==> src/kpdc_pkg.sv <==
// ----------------------------------------------------------------------------
// kpdc_pkg
// Shared types, register codes and helpers of the key press duration
// classifier.
// ----------------------------------------------------------------------------
`default_nettype none

package kpdc_pkg;

   localparam int unsigned CountWidth = 16;
   localparam int unsigned CsrIndexWidth = 2;
   localparam int unsigned CsrDataWidth = 16;

   localparam logic [CountWidth-1:0] CountMax = {CountWidth{1'b1}};

   localparam logic [CountWidth-1:0] ShortThresholdReset = 16'd50;
   localparam logic [CountWidth-1:0] MenuLongThresholdReset = 16'd2000;
   localparam logic [CountWidth-1:0] OtherLongThresholdReset = 16'd3000;

   typedef enum logic [CsrIndexWidth-1:0] {
      CSR_SHORT_THRESHOLD = 2'd0,
      CSR_MENU_LONG_THRESHOLD = 2'd1,
      CSR_OTHER_LONG_THRESHOLD = 2'd2
   } csr_index_type;

   typedef enum logic [1:0] {
      KEY_EVT_NONE = 2'd0,
      KEY_EVT_SHORT = 2'd1,
      KEY_EVT_LONG = 2'd2
   } key_event_type;

   typedef struct packed {
      logic [CountWidth-1:0] short_threshold;
      logic [CountWidth-1:0] menu_long_threshold;
      logic [CountWidth-1:0] other_long_threshold;
   } csr_type;

   typedef struct packed {
      logic menu_level;
      logic up_level;
      logic down_level;
      logic speed_level;
   } req_type;

   typedef struct packed {
      logic [1:0] menu_event;
      logic [1:0] up_event;
      logic [1:0] down_event;
      logic [1:0] speed_event;
   } rsp_type;

   function automatic logic [CountWidth-1:0] sat_inc(input logic [CountWidth-1:0] value);
      logic [CountWidth-1:0] result;
      result = (value == CountMax) ? value : value + 1'b1;
      return result;
   endfunction

endpackage

`default_nettype wire

==> src/kpdc_plain_key.sv <==
// ----------------------------------------------------------------------------
// kpdc_plain_key
// Hold counter of one plain key: count while held, classify on release.
// ----------------------------------------------------------------------------
`default_nettype none

module kpdc_plain_key (
   input  wire logic                   clock,
   input  wire logic                   reset,
   input  wire logic                   advance,
   input  wire logic                   level,
   input  wire kpdc_pkg::csr_type      csr,
   output kpdc_pkg::key_event_type     key_event
);
   import kpdc_pkg::*;

   logic [CountWidth-1:0] count_ff;
   logic [CountWidth-1:0] count_in;

   always_comb begin
      key_event = KEY_EVT_NONE;
      if (!level) begin
         count_in = sat_inc(count_ff);
      end else begin
         count_in = '0;
         if (count_ff > csr.other_long_threshold) begin
            key_event = KEY_EVT_LONG;
         end else if (count_ff > csr.short_threshold) begin
            key_event = KEY_EVT_SHORT;
         end
      end
   end

   always_ff @(posedge clock) begin
      if (reset) begin
         count_ff <= '0;
      end else if (advance) begin
         count_ff <= count_in;
      end
   end

endmodule

`default_nettype wire

==> src/kpdc_menu_key.sv <==
// ----------------------------------------------------------------------------
// kpdc_menu_key
// Menu key tracker: short press armed while held and reported on release,
// long press reported while held, then locked until release.
// ----------------------------------------------------------------------------
`default_nettype none

module kpdc_menu_key (
   input  wire logic                   clock,
   input  wire logic                   reset,
   input  wire logic                   advance,
   input  wire logic                   level,
   input  wire kpdc_pkg::csr_type      csr,
   output kpdc_pkg::key_event_type     key_event
);
   import kpdc_pkg::*;

   logic [CountWidth-1:0] count_ff;
   logic [CountWidth-1:0] count_in;
   logic                  locked_ff;
   logic                  locked_in;
   logic                  armed_ff;
   logic                  armed_in;
   logic [CountWidth-1:0] count_inc;

   assign count_inc = sat_inc(count_ff);

   always_comb begin
      key_event = KEY_EVT_NONE;
      count_in = count_ff;
      locked_in = locked_ff;
      armed_in = armed_ff;
      if (level) begin
         count_in = '0;
         locked_in = 1'b0;
         armed_in = 1'b0;
         if (armed_ff) begin
            key_event = KEY_EVT_SHORT;
         end
      end else if (!locked_ff) begin
         count_in = count_inc;
         armed_in = armed_ff | (count_inc > csr.short_threshold);
         // long press wins over a short one armed in the same tick
         if (count_inc > csr.menu_long_threshold) begin
            count_in = '0;
            armed_in = 1'b0;
            locked_in = 1'b1;
            key_event = KEY_EVT_LONG;
         end
      end
   end

   always_ff @(posedge clock) begin
      if (reset) begin
         count_ff <= '0;
         locked_ff <= 1'b0;
         armed_ff <= 1'b0;
      end else if (advance) begin
         count_ff <= count_in;
         locked_ff <= locked_in;
         armed_ff <= armed_in;
      end
   end

   a_locked_count_zero: assert property (@(posedge clock) disable iff (reset)
      locked_ff |-> (count_ff == '0))
      else $error("menu counter runs while locked");

   a_locked_not_armed: assert property (@(posedge clock) disable iff (reset)
      !(locked_ff && armed_ff))
      else $error("menu short press armed while locked");

   a_long_locks: assert property (@(posedge clock) disable iff (reset)
      (advance && key_event == KEY_EVT_LONG) |=> locked_ff)
      else $error("menu long press did not lock the key");

endmodule

`default_nettype wire

==> src/key_press_duration_classifier.sv <==
// Output: a result is registered and appears in the cycle after its tick is transferred in.
// Throughput: one tick per cycle unless rsp_ready stalls; the result register frees
// as it is taken, so a new tick is taken while the previous result is being transferred out.
// Reset: synchronous; clears all counters, the menu lock and armed flag,
// empties the result register and restores the threshold registers.
// ----------------------------------------------------------------------------
// key_press_duration_classifier
// Top level: threshold registers, the four key trackers and the result
// register.
// ----------------------------------------------------------------------------
`default_nettype none

module key_press_duration_classifier (
   input  wire logic                                     clock,
   input  wire logic                                     reset,
   input  wire logic                                     req_valid,
   output logic                                          req_ready,
   input  wire kpdc_pkg::req_type                        req_data,
   output logic                                          rsp_valid,
   input  wire logic                                     rsp_ready,
   output kpdc_pkg::rsp_type                             rsp_data,
   input  wire logic                                     csr_we,
   input  wire logic [kpdc_pkg::CsrIndexWidth-1:0]       csr_index,
   input  wire logic [kpdc_pkg::CsrDataWidth-1:0]        csr_wdata
);
   import kpdc_pkg::*;

   csr_type       csr_ff;
   logic          advance;
   logic          rsp_valid_ff;
   rsp_type       rsp_data_ff;
   rsp_type       rsp_data_in;
   key_event_type menu_event;
   key_event_type up_event;
   key_event_type down_event;
   key_event_type speed_event;

   assign req_ready = !rsp_valid_ff || rsp_ready;
   assign advance = req_valid && req_ready;

   always_ff @(posedge clock) begin
      if (reset) begin
         csr_ff.short_threshold <= ShortThresholdReset;
         csr_ff.menu_long_threshold <= MenuLongThresholdReset;
         csr_ff.other_long_threshold <= OtherLongThresholdReset;
      end else if (csr_we) begin
         // drop writes to unknown indexes
         unique case (csr_index)
            CSR_SHORT_THRESHOLD: csr_ff.short_threshold <= csr_wdata;
            CSR_MENU_LONG_THRESHOLD: csr_ff.menu_long_threshold <= csr_wdata;
            CSR_OTHER_LONG_THRESHOLD: csr_ff.other_long_threshold <= csr_wdata;
            default: ;
         endcase
      end
   end

   kpdc_menu_key u_menu (
      .clock     (clock),
      .reset     (reset),
      .advance   (advance),
      .level     (req_data.menu_level),
      .csr       (csr_ff),
      .key_event (menu_event)
   );

   kpdc_plain_key u_up (
      .clock     (clock),
      .reset     (reset),
      .advance   (advance),
      .level     (req_data.up_level),
      .csr       (csr_ff),
      .key_event (up_event)
   );

   kpdc_plain_key u_down (
      .clock     (clock),
      .reset     (reset),
      .advance   (advance),
      .level     (req_data.down_level),
      .csr       (csr_ff),
      .key_event (down_event)
   );

   kpdc_plain_key u_speed (
      .clock     (clock),
      .reset     (reset),
      .advance   (advance),
      .level     (req_data.speed_level),
      .csr       (csr_ff),
      .key_event (speed_event)
   );

   always_comb begin
      rsp_data_in.menu_event = menu_event;
      rsp_data_in.up_event = up_event;
      rsp_data_in.down_event = down_event;
      rsp_data_in.speed_event = speed_event;
   end

   always_ff @(posedge clock) begin
      if (reset) begin
         rsp_valid_ff <= 1'b0;
      end else if (req_ready) begin
         rsp_valid_ff <= req_valid;
      end
   end

   always_ff @(posedge clock) begin
      if (advance) begin
         rsp_data_ff <= rsp_data_in;
      end
   end

   assign rsp_valid = rsp_valid_ff;
   assign rsp_data = rsp_data_ff;

endmodule

`default_nettype wire
==> config.mk <==
export PLATFORM = sky130hd
export DESIGN_NAME = key_press_duration_classifier
export DESIGN_NICKNAME = d
export VERILOG_FILES = /design/src/kpdc_pkg.sv /design/src/kpdc_plain_key.sv /design/src/kpdc_menu_key.sv /design/src/key_press_duration_classifier.sv
export SDC_FILE = /design/constraint.sdc
export NUM_CORES = 1
export LEC_CHECK = 0
export ABC_AREA = 1
export ABC_CLOCK_PERIOD_IN_PS = 5700
export BUFFER_PORTS_ARGS = -buffer_cell sky130_fd_sc_hd__buf_2
export CORE_AREA = 2 2 140 142
export CTS_BUF_LIST = sky130_fd_sc_hd__clkbuf_16
export DETAILED_ROUTE_END_ITERATION = 6
export DIE_AREA = 0 0 142 144
export PLACE_DENSITY = 0.71
export SKIP_CTS_REPAIR_TIMING = 1
export SLEW_MARGIN = 15
export SYNTH_ARGS = -nofsm -noshare
export SYNTH_HDL_FRONTEND = slang
export SYNTH_SLANG_ARGS = --single-unit
==> constraint.sdc <==
create_clock -name clock -period 5.7 [get_ports clock]
set_clock_uncertainty 0.2 [all_clocks]
set_input_delay 1.425 -clock clock [delete_from_list [all_inputs] [get_ports clock]]
set_output_delay 1.425 -clock clock [all_outputs]
set_load 0.02 [all_outputs]
# Word level (Yosys, flattened, before mapping)
# Index checks and enable logic that the tools add are counted.
[op_classes]
addsub = 4
order_cmp = 8
n_eq_ne = 10
n_mux = 26
n_bitwise = 4
reduce_logical = 14
[ops]
columns = ["operator", "n"]
rows = [
  ["16-bit 2-to-1 mux", 10],
  ["16-bit greater-than comparator", 8],
  ["16-bit by 1-bit adder with 16-bit output (second input constant)", 4],
  ["16-bit == test (second input constant)", 4],
  ["2-bit AND reduction", 7],
  ["2-bit 2-to-1 mux", 6],
  ["1-bit 2-to-1 mux", 10],
  ["2-bit != test (second input constant)", 4],
  ["2-bit OR reduction", 3],
  ["1-bit NOT", 3],
  ["2-bit by 1-bit == test with 1-bit output (second input constant)", 1],
  ["2-bit == test (second input constant)", 1],
  ["2-bit logical NOT", 1],
  ["1-bit logical AND", 1],
  ["1-bit logical NOT", 1],
  ["1-bit logical OR", 1],
  ["1-bit bitwise OR", 1],
]
[totals]
reg_bits = 123
output_inout_bits = 10

# Longest topological paths before layout
# Gate-level depths: netlist of run 1.
[depth]
ltp_word = 7
ltp_mapped = 20

# Modules after synthesis
# Synthesis of run 1 repeated with hierarchy kept, for this count alone.
[hier_totals]
hier_cells = 1545
area_unflattened_um2 = 9944.5
[modules_own_cells]
columns = ["mod", "n_inst", "cells_each", "area_per_inst_um2"]
rows = [
  ["kpdc_plain_key at u_speed ...", 2, 298, 1846.8],
  ["key_press_duration_classifier", 1, 296, 2227.1],
  ["kpdc_menu_key", 1, 329, 2110.8],
  ["kpdc_plain_key at u_down", 1, 324, 1913.1],
]

# Least setup slack after synthesis of run 1
# OpenSTA, ideal clock, no wires.
[synth_timing]
path_type = "input -> output"
start = "in rsp_ready"
end = "out req_ready"
t_arrival_ns = 1.621
slack_ns = 2.454
stages = 2
path_cell_list = "inv_1 -> nand2_1"
[synth_via]
elab_chain_cells = 1
[synth_lines]
columns = ["item", "line_no", "text"]
rows = [
  ["from (decl)", "key_press_duration_classifier.sv:20", "input wire logic rsp_ready,"],
  ["1-bit logical OR", "key_press_duration_classifier.sv:38", "assign req_ready = !rsp_valid_ff || rsp_ready;"],
  ["to (decl)", "key_press_duration_classifier.sv:17", "output logic req_ready,"],
]
# Every way passes these cells.

# Final worst setup path of run 1
[layout_timing]
start = "reg u_menu.count_ff[0]"
end = "reg rsp_data_ff (netlist bit rsp_data[7]) (data pin)"
[layout_via]
elab_chain_cells = 6
word_cells_on_any_way = 7
[layout_lines]
columns = ["item", "line_no", "text"]
rows = [
  ["from (decl)", "kpdc_menu_key.sv:18", "logic [CountWidth-1:0] count_ff;"],
  ["from (signal assigned)", "kpdc_menu_key.sv:59", "count_ff <= count_in;"],
  ["16-bit by 1-bit adder with 16-bit output / 16-bit == test (equally long branches)", "kpdc_pkg.sv:54", "result = (value == CountMax) ? value : value + 1'b1;"],
  ["16-bit 2-to-1 mux *", "kpdc_pkg.sv:54", ""],
  ["16-bit greater-than comparator *", "kpdc_menu_key.sv:44", "if (count_inc > csr.menu_long_threshold) begin"],
  ["2-bit 2-to-1 mux *", "kpdc_menu_key.sv:44", ""],
  ["2-bit 2-to-1 mux *", "kpdc_menu_key.sv:40", "end else if (!locked_ff) begin"],
  ["2-bit 2-to-1 mux *", "kpdc_menu_key.sv:33", "if (level) begin"],
  ["to (signal assigned)", "key_press_duration_classifier.sv:110", "rsp_data_ff <= rsp_data_in;"],
  ["to (decl)", "key_press_duration_classifier.sv:31", "rsp_type rsp_data_ff;"],
]
# Every way passes the cells marked *; elsewhere a longest branch is shown, timed or not.
# A chain may end at the register's enable or synchronous reset.

==> results of run 1 <==
==> metrics by stage <==
step	area (um^2)	util [%]	setup WS, ns	hold slack (ns)	total power [uW]
floorplan	8390	-	2.45	0.235	1070
global placement	8780	46.0	2.22	0.252	1130
detailed placement	8780	46.0	2.18	0.253	1140
CTS	9290	48.7	2.18	0.261	2110
global route	9290	48.7	1.78	0.293	2180
finish	9290	48.7	2.18	0.266	2090
==> Yosys cell counts, types with 2 or more instances <==
library cell	n	share of area, %
a211oi_1	6	0.54
a21o_1	2	0.18
a21oi_1	142	8.5
a31oi_1	4	0.30
and2_1	2	0.15
buf_2	3	0.18
buf_4	2	0.18
clkbuf_1	17	0.76
dfxtp_1	115	27
edfxtp_1	8	2.9
ha_1	130	19
inv_1	132	5.9
inv_2	9	0.40
nand2_1	200	8.9
nand2_2	7	0.52
nand3_1	41	2.4
nand3b_1	2	0.18
nand4_1	47	3.5
nor2_1	93	4.2
nor2_2	3	0.22
nor3_1	36	2.1
nor3_2	4	0.48
nor4_1	3	0.22
o211ai_1	19	1.7
o21a_1	9	0.80
o21ai_0	60	3.6
o21ai_1	4	0.24
o21ai_2	4	0.42
o21bai_1	3	0.27
o221ai_1	2	0.21
xnor2_1	3	0.31
xor2_1	15	1.6
==> worst max-delay path: stages (launching register included) <==
cell     delay, ns
dfxtp_1       0.48
nand3_1       0.21
nor3_1        0.30
nand3_1       0.13
xor2_1        0.15
nand2_1       0.15
ha_1          0.34
nand2_1       0.05
nor2_1        0.14
and2_1        0.20
nand3_1       0.08
nor2_1        0.19
nand3_2       0.35
nand2_1       0.21
nor3b_2       0.18
==> registers in the layout, summed over array words and instances, names as in the netlist <==
register / count
u_menu.armed_ff: 1
u_menu.locked_ff: 1
u_down.count_ff: 16
u_speed.count_ff: 16
csr_ff: 48
rsp_data: 8
rsp_valid: 1
u_up.count_ff: 16
u_menu.count_ff: 16
==> final timing paths <==
kind / from / to / slack (ns) / cells after the start
max: u_menu.count_ff[0] / rsp_data[7] / 2.18 / 14
min: csr_ff[19] / csr_ff[19] / 0.27 / 2
max reg2reg: u_menu.count_ff[0] / rsp_data[7] / 2.18 / 14
min reg2reg: csr_ff[19] / csr_ff[19] / 0.27 / 2
==> metal layers <==
layer / wire [um] / share of wire [%] / global-route usage, %
met1: 10100 / 45 / 28.5
met2: 10200 / 46 / 37.6
met3: 1250 / 5.6 / 4.27
met4: 692 / 3.1 / 9.05
met5: 0 / 0 / 0
==> kinds of logic (layout without fill, tap and decap cells) <==
kind of cell    after synthesis  count (layout)  share of synthesized area (%)
compound gates              258             258                           17.0
xor+xnor                     18              18                           1.88
fa+ha+maj                   130             130                           19.4
buf+inv                     165             208                           7.62
flops                       123             123                           30.3
simple gates                444             444                           23.8
==> where the power goes <==
| group | leakage, uW | internal, uW | switching (uW) | total [uW] |
|---|---|---|---|---|
| sequential | 0.00102 | 894 | 12.8 | 906 |
| clock | 0.000255 | 580 | 389 | 969 |
| combinational | 0.00290 | 66.6 | 153 | 219 |
| total | 0.00417 | 1540 | 554 | 2090 |
==> final cells by class <==
class / instances / share of cell area, %
clock inverter: 12 / 0.943
multi-input combinational: 850 / 56.1
timing repair buffer: 38 / 2.10
sequential: 123 / 27.4
inverter: 141 / 5.70
clock buffer: 17 / 4.58
tap: 238 / 3.21
==> placed cells by master, fill, tap and decap left out, types with 7 or more instances in the layout <==
| cell type | instances |
|---|---|
| nand2_2 | 7 |
| nand2_1 | 200 |
| dfxtp_1 | 115 |
| inv_2 | 9 |
| nor3_1 | 36 |
| a21oi_1 | 142 |
| buf_2 | 36 |
| inv_1 | 135 |
| o21ai_0 | 60 |
| nand4_1 | 47 |
| ha_1 | 130 |
| clkbuf_16 | 17 |
| o21a_1 | 9 |
| nor2_1 | 93 |
| nand3_1 | 41 |
| o211ai_1 | 19 |
| xor2_1 | 15 |
| edfxtp_1 | 8 |
==> qor.yml, run 1 <==
cts-root-buf: "clkbuf_16"
core_mm2: 0.0191
globalRouteOverflowTotal: 0
synthArstFlopShare_pct: 0
routed-via-count: 7755
seq_area_mm2: 0.00254
htree_levels: 4
dp_hpwl_um: 16200
finalSetupViolations: 0
hold_viol: 0
max_freq_mhz: 284
critPathRequiredTime_ns: 5.78
die_area_mm2: 0.0204
rows: 51
maxSlewHeadroom_pct: 26.8
fillCellCount: 1866
drtIter0Drc: 478
synthFlopType: "dfxtp_1"
clk_pin_slew_worst_paths_ns: 0.06
cp-start-kind: "register"
syn_nets: 1295
cts_tree: "done"
grt_pass1_vias: 7145
multi_input_area_mm2: 0.00521
drc: 0
avgSynthCellArea_um2: 7.38
tns_ns: 0
io_pins: 37
status: "completed"
crit_type: "register to register"
ant_nets: 0
dp.cells: 1390
post_route_cells_drive_above_1_share_pct: 8.04
wl_um: 22300
drt-vias-per-instance: 5.47
tightest_slew_ns: 1.09
antenna_cells: 0
grt_usage_pct: 22.4
hold_path_class: "register to register"
wl_per_cell_um: 15.7
synth_cell_types: 43
drt_first_pass_iters: 5
dieWidth_um: 142
synth_area_mm2: 0.00839
area_delta_synth_final_pct: 10.7
vdd_drop_max_mv: 0.219
slew_viol_final: 0
synthCells: 1138
start_util_pct: 44.0
leakage_uw: 0.00417
rsz0062_at_grt: "no"
clock_sinks: 123
synth_edf_count: 8
cp_data_arrival_time_ns: 3.60
clockBufferDepth: 2
portBuffers: 36
grt_max_degree: 29
die_h_um: 144
period_minus_slack_ns: 3.52
powerDensity_mw_per_mm2: 225
final_cells: 1419
ys_warn_count: 0
worst-path-max-fanout: 18
layout.nets: 1328
synth_seq_cells: 123
cts_buffers: 17
antenna_found_initial: 0
fin_crit_sh_pct: 61.8
clock_latency_ns: 0.42
synth-seq-area-share_pct: 30.3
cap_violations: 0
worst_setup_path_end_kind: "register"
place_congestion: 0.934
grt_pass1_wl_um: 35700
No activity file was read; power rests on OpenSTA's default activity.
==> run 2, diff against run 1 <==
- ABC_AREA: 1 -> 0
- ABC_CLOCK_PERIOD_IN_PS: 5700 -> 3600
- CORE_AREA: 2 2 140 142 -> 2 2 138 140
- DIE_AREA: 0 0 142 144 -> 0 0 140 142
- clock period: 5.7 -> 3.6 ns (I/O delays scaled with it)
==> run 2 against run 1 <==
The flow now finishes with violations (DRC). Cell area is essentially flat. Final cell count shrank 10%. Die area shrank 2.8%. First-iteration DRC count shrank 0.84%. Combinational power grew 42%. Hold slack lost 0.011 ns. Sequential power grew 58%. Largest cell class unchanged. Largest power group unchanged.
==> qor.yml, run 2 <==
r2r_start: "u_menu.count_ff[1]"  # was u_menu.count_ff[0]
slew_viol_final: 0  # unchanged
syn_nets: 1135  # was 1,295
rows: 50  # was 51
leakage_uw: 0.00409  # was 0.00417 uW
cp_data_arrival_time_ns: 3.63  # was 3.60 ns
mostFrequentLayoutCell: "nand2_1"  # unchanged
rsz0062_at_grt: "yes"  # was no
hold_viol: 0  # unchanged
cap_violations: 0  # unchanged
fillCellCount: 1734  # was 1,866
synth_top_cell_area_share_pct: 28.2  # was 27.4%
worst_hold_path.endpoint: "csr_ff[43]"  # was csr_ff[19]
reg2reg_slack_ns: 0.09  # was 2.18 ns
status: "finished, violations left"  # was completed
period_minus_slack_ns: 3.51  # was 3.52 ns
ys_warn_count: 0  # unchanged
final_cells: 1273  # was 1,419
clk_pin_slew_worst_paths_ns: 0.06  # about the same
rr_endpoint: "u_menu.armed_ff"  # was rsp_data[7]
grt_usage_pct: 22.4  # about the same
tns_ns: 0  # unchanged
grt_max_degree: 41  # was 29
grt_pass1_wl_um: 34900  # was 35,700 um
die_h_um: 142  # was 144 um
yosysMostFrequentCell: "nand2_1"  # unchanged
drc: 3  # was 0
clock_sinks: 123  # unchanged
whs_path_depth: 2  # unchanged
drt_first_pass_iters: 7  # was 5
synthFlopType: "dfxtp_1"  # unchanged
synth_edf_count: 8  # unchanged
dp.cells: 1236  # was 1,390
clock_latency_ns: 0.43  # was 0.42 ns
start_util_pct: 44.3  # was 44.0%
reg2regPathDepth: 13  # was 14
synth_seq_cells: 123  # unchanged
critPathRequiredTime_ns: 3.72  # was 5.78 ns
antenna_found_initial: 0  # unchanged
routed-via-count: 7263  # was 7,755
cts_tree: "done"  # unchanged
synth-seq-area-share_pct: 31.1  # was 30.3%
fin_crit_sh_pct: 97.5  # was 61.8%
dp_hpwl_um: 16200  # about the same
layout.nets: 1183  # was 1,328
synth.cells.most_frequent: "nand2_1 (143), ha_1 (130), dfxtp_1 (115)"  # was nand2_1 (200), a21oi_1 (142), inv_1 (132)
dieWidth_um: 140  # was 142 um
crit_type: "register to register"  # unchanged
die_area_mm2: 0.0199  # was 0.0204 mm^2
synthTopCellsByArea: "dfxtp_1 (28%), ha_1 (20%), nand2_1 (6.6%)"  # was dfxtp_1 (27%), ha_1 (19%), nand2_1 (8.9%)
globalRouteOverflowTotal: 0  # unchanged
seq_area_mm2: 0.00255  # was 0.00254 mm^2
largest_register_ffs: 48  # unchanged
worst_setup_path_end_kind: "register"  # unchanged
place_congestion: 0.927  # was 0.934
area_delta_synth_final_pct: 13.6  # was 10.7%
avgSynthCellArea_um2: 8.36  # was 7.38 um^2
antenna_cells: 0  # unchanged
regMostFlops: "csr_ff"  # unchanged
yosysTopAreaCell: "dfxtp_1"  # unchanged
htree_levels: 4  # unchanged
synthCells: 978  # was 1,138
portBuffers: 36  # unchanged
maxSlewHeadroom_pct: 46.0  # was 26.8%
wl_um: 22100  # was 22,300 um
core_mm2: 0.0185  # was 0.0191 mm^2
vdd_drop_max_mv: 0.330  # was 0.219 mV
powerDensity_mw_per_mm2: 349  # was 225 mW/mm^2
synth_cell_types: 65  # was 43
cts-root-buf: "clkbuf_16"  # unchanged
finalSetupViolations: 0  # unchanged
synth_area_mm2: 0.00817  # was 0.00839 mm^2
multi_input_area_mm2: 0.00539  # was 0.00521 mm^2
post_route_cells_drive_above_1_share_pct: 11.3  # was 8.04%
hold_ws_ns: 0.255  # was 0.266 ns
hold_path_class: "register to register"  # unchanged
grt_pass1_vias: 6824  # was 7,145
cts_buffers: 17  # unchanged
drt-vias-per-instance: 5.71  # was 5.47
synthArstFlopShare_pct: 0  # unchanged
cp-start-kind: "register"  # unchanged
violations: "DRC"
wl_per_cell_um: 17.4  # was 15.7 um
io_pins: 37  # unchanged
mostFrequentLayoutCells: "nand2_1 (143), ha_1 (129), dfxtp_1 (114)"  # was nand2_1 (200), a21oi_1 (142), inv_1 (135)
clockBufferDepth: 2  # unchanged
drtIter0Drc: 474  # was 478
tightest_slew_ns: 0.811  # was 1.09 ns
ant_nets: 0  # unchanged
min_from: "csr_ff[43]"  # was csr_ff[19]
worst-path-max-fanout: 8  # was 18
max_freq_mhz: 285  # was 284 MHz
run 2: changes by cell type in the layout (fill, tap and decap cells not counted), sizes merged, moves of 13 or more:
cell,previous run,this run
nand2,208,143
xnor2,3,20
and3,0,13
a21o,2,27
inv,145,65
nor2,97,67
buf,38,54
or3,0,15
o21ai,68,27
nor3,41,7
a21oi,142,92
and4,0,14
run 2: kinds of logic (layout without fill, tap and decap cells):
group / Yosys count / after routing / synth area share, %
flops: 123 / 123 / 31.1
fa+ha+maj: 130 / 130 / 19.9
simple gates: 369 / 369 / 22.1
buf+inv: 88 / 148 / 4.21
xor+xnor: 47 / 47 / 5.04
compound gates: 216 / 217 / 17.0
mux: 5 / 5 / 0.643
run 2: cell type report:
class | count | share of cell area [%]
clock inverter | 15 | 0.889
multi-input combinational | 768 | 58.1
clock buffer | 17 | 4.58
inverter | 62 | 2.51
sequential | 123 | 27.4
timing repair buffer | 54 | 3.39
tap | 234 | 3.15
run 2: worst max-delay path by stage:
stage                        from                  end  slack [ns]
2_1_floorplan  u_menu.count_ff[0]  u_menu.count_ff[11]        0.31
3_3_place_gp   u_menu.count_ff[1]      u_menu.armed_ff        0.15
3_5_place_dp   u_menu.count_ff[1]      u_menu.armed_ff        0.08
4_1_cts        u_menu.count_ff[1]      u_menu.armed_ff        0.08
5_1_grt        u_menu.count_ff[1]   u_menu.count_ff[7]       -0.03
6_report       u_menu.count_ff[1]      u_menu.armed_ff        0.09
run 2: through the flow:
stage	power, uW	setup slack, ns	instance area (um^2)	utilization, %
finish	3240	0.0904	9290	50.3
global route	3360	-0.0280	9290	50.3
CTS	3250	0.0774	9150	49.6
detailed placement	1760	0.0806	8650	46.8
global placement	1750	0.152	8650	46.8
floorplan	1650	0.309	8170	-
run 2: metal layers:
metal | share of wire (%) | vias to the layer above | global-route usage, %
met5 | 0 | - | 0
met4 | 3.9 | 0 | 10.6
met3 | 5.1 | 59 | 4.14
met2 | 45 | 200 | 36.1
met1 | 46 | 3385 | 29.3
li1 | - | 3619 | -
run 2: worst max-delay path, stage by stage (launching register included):
cell and delay, ns:
dfxtp_4 0.36, ha_4 0.17, and3_4 0.19, and4_4 0.20, a21oi_4 0.21, nand4_1 0.22, xnor2_2 0.21, ha_1 0.31
and4_4 0.23, nand4_1 0.12, or4_4 0.58, o21a_4 0.19, a21oi_2 0.13, o21ai_1 0.06
run 2: where the power goes:
group / internal, uW / total [uW] / leakage (uW) / switching [uW]
logic: 106 / 311 / 0.00282 / 205
registers: 1410 / 1430 / 0.00101 / 20.0
clock network: 860 / 1500 / 0.000252 / 642
total: 2370 / 3240 / 0.00409 / 868
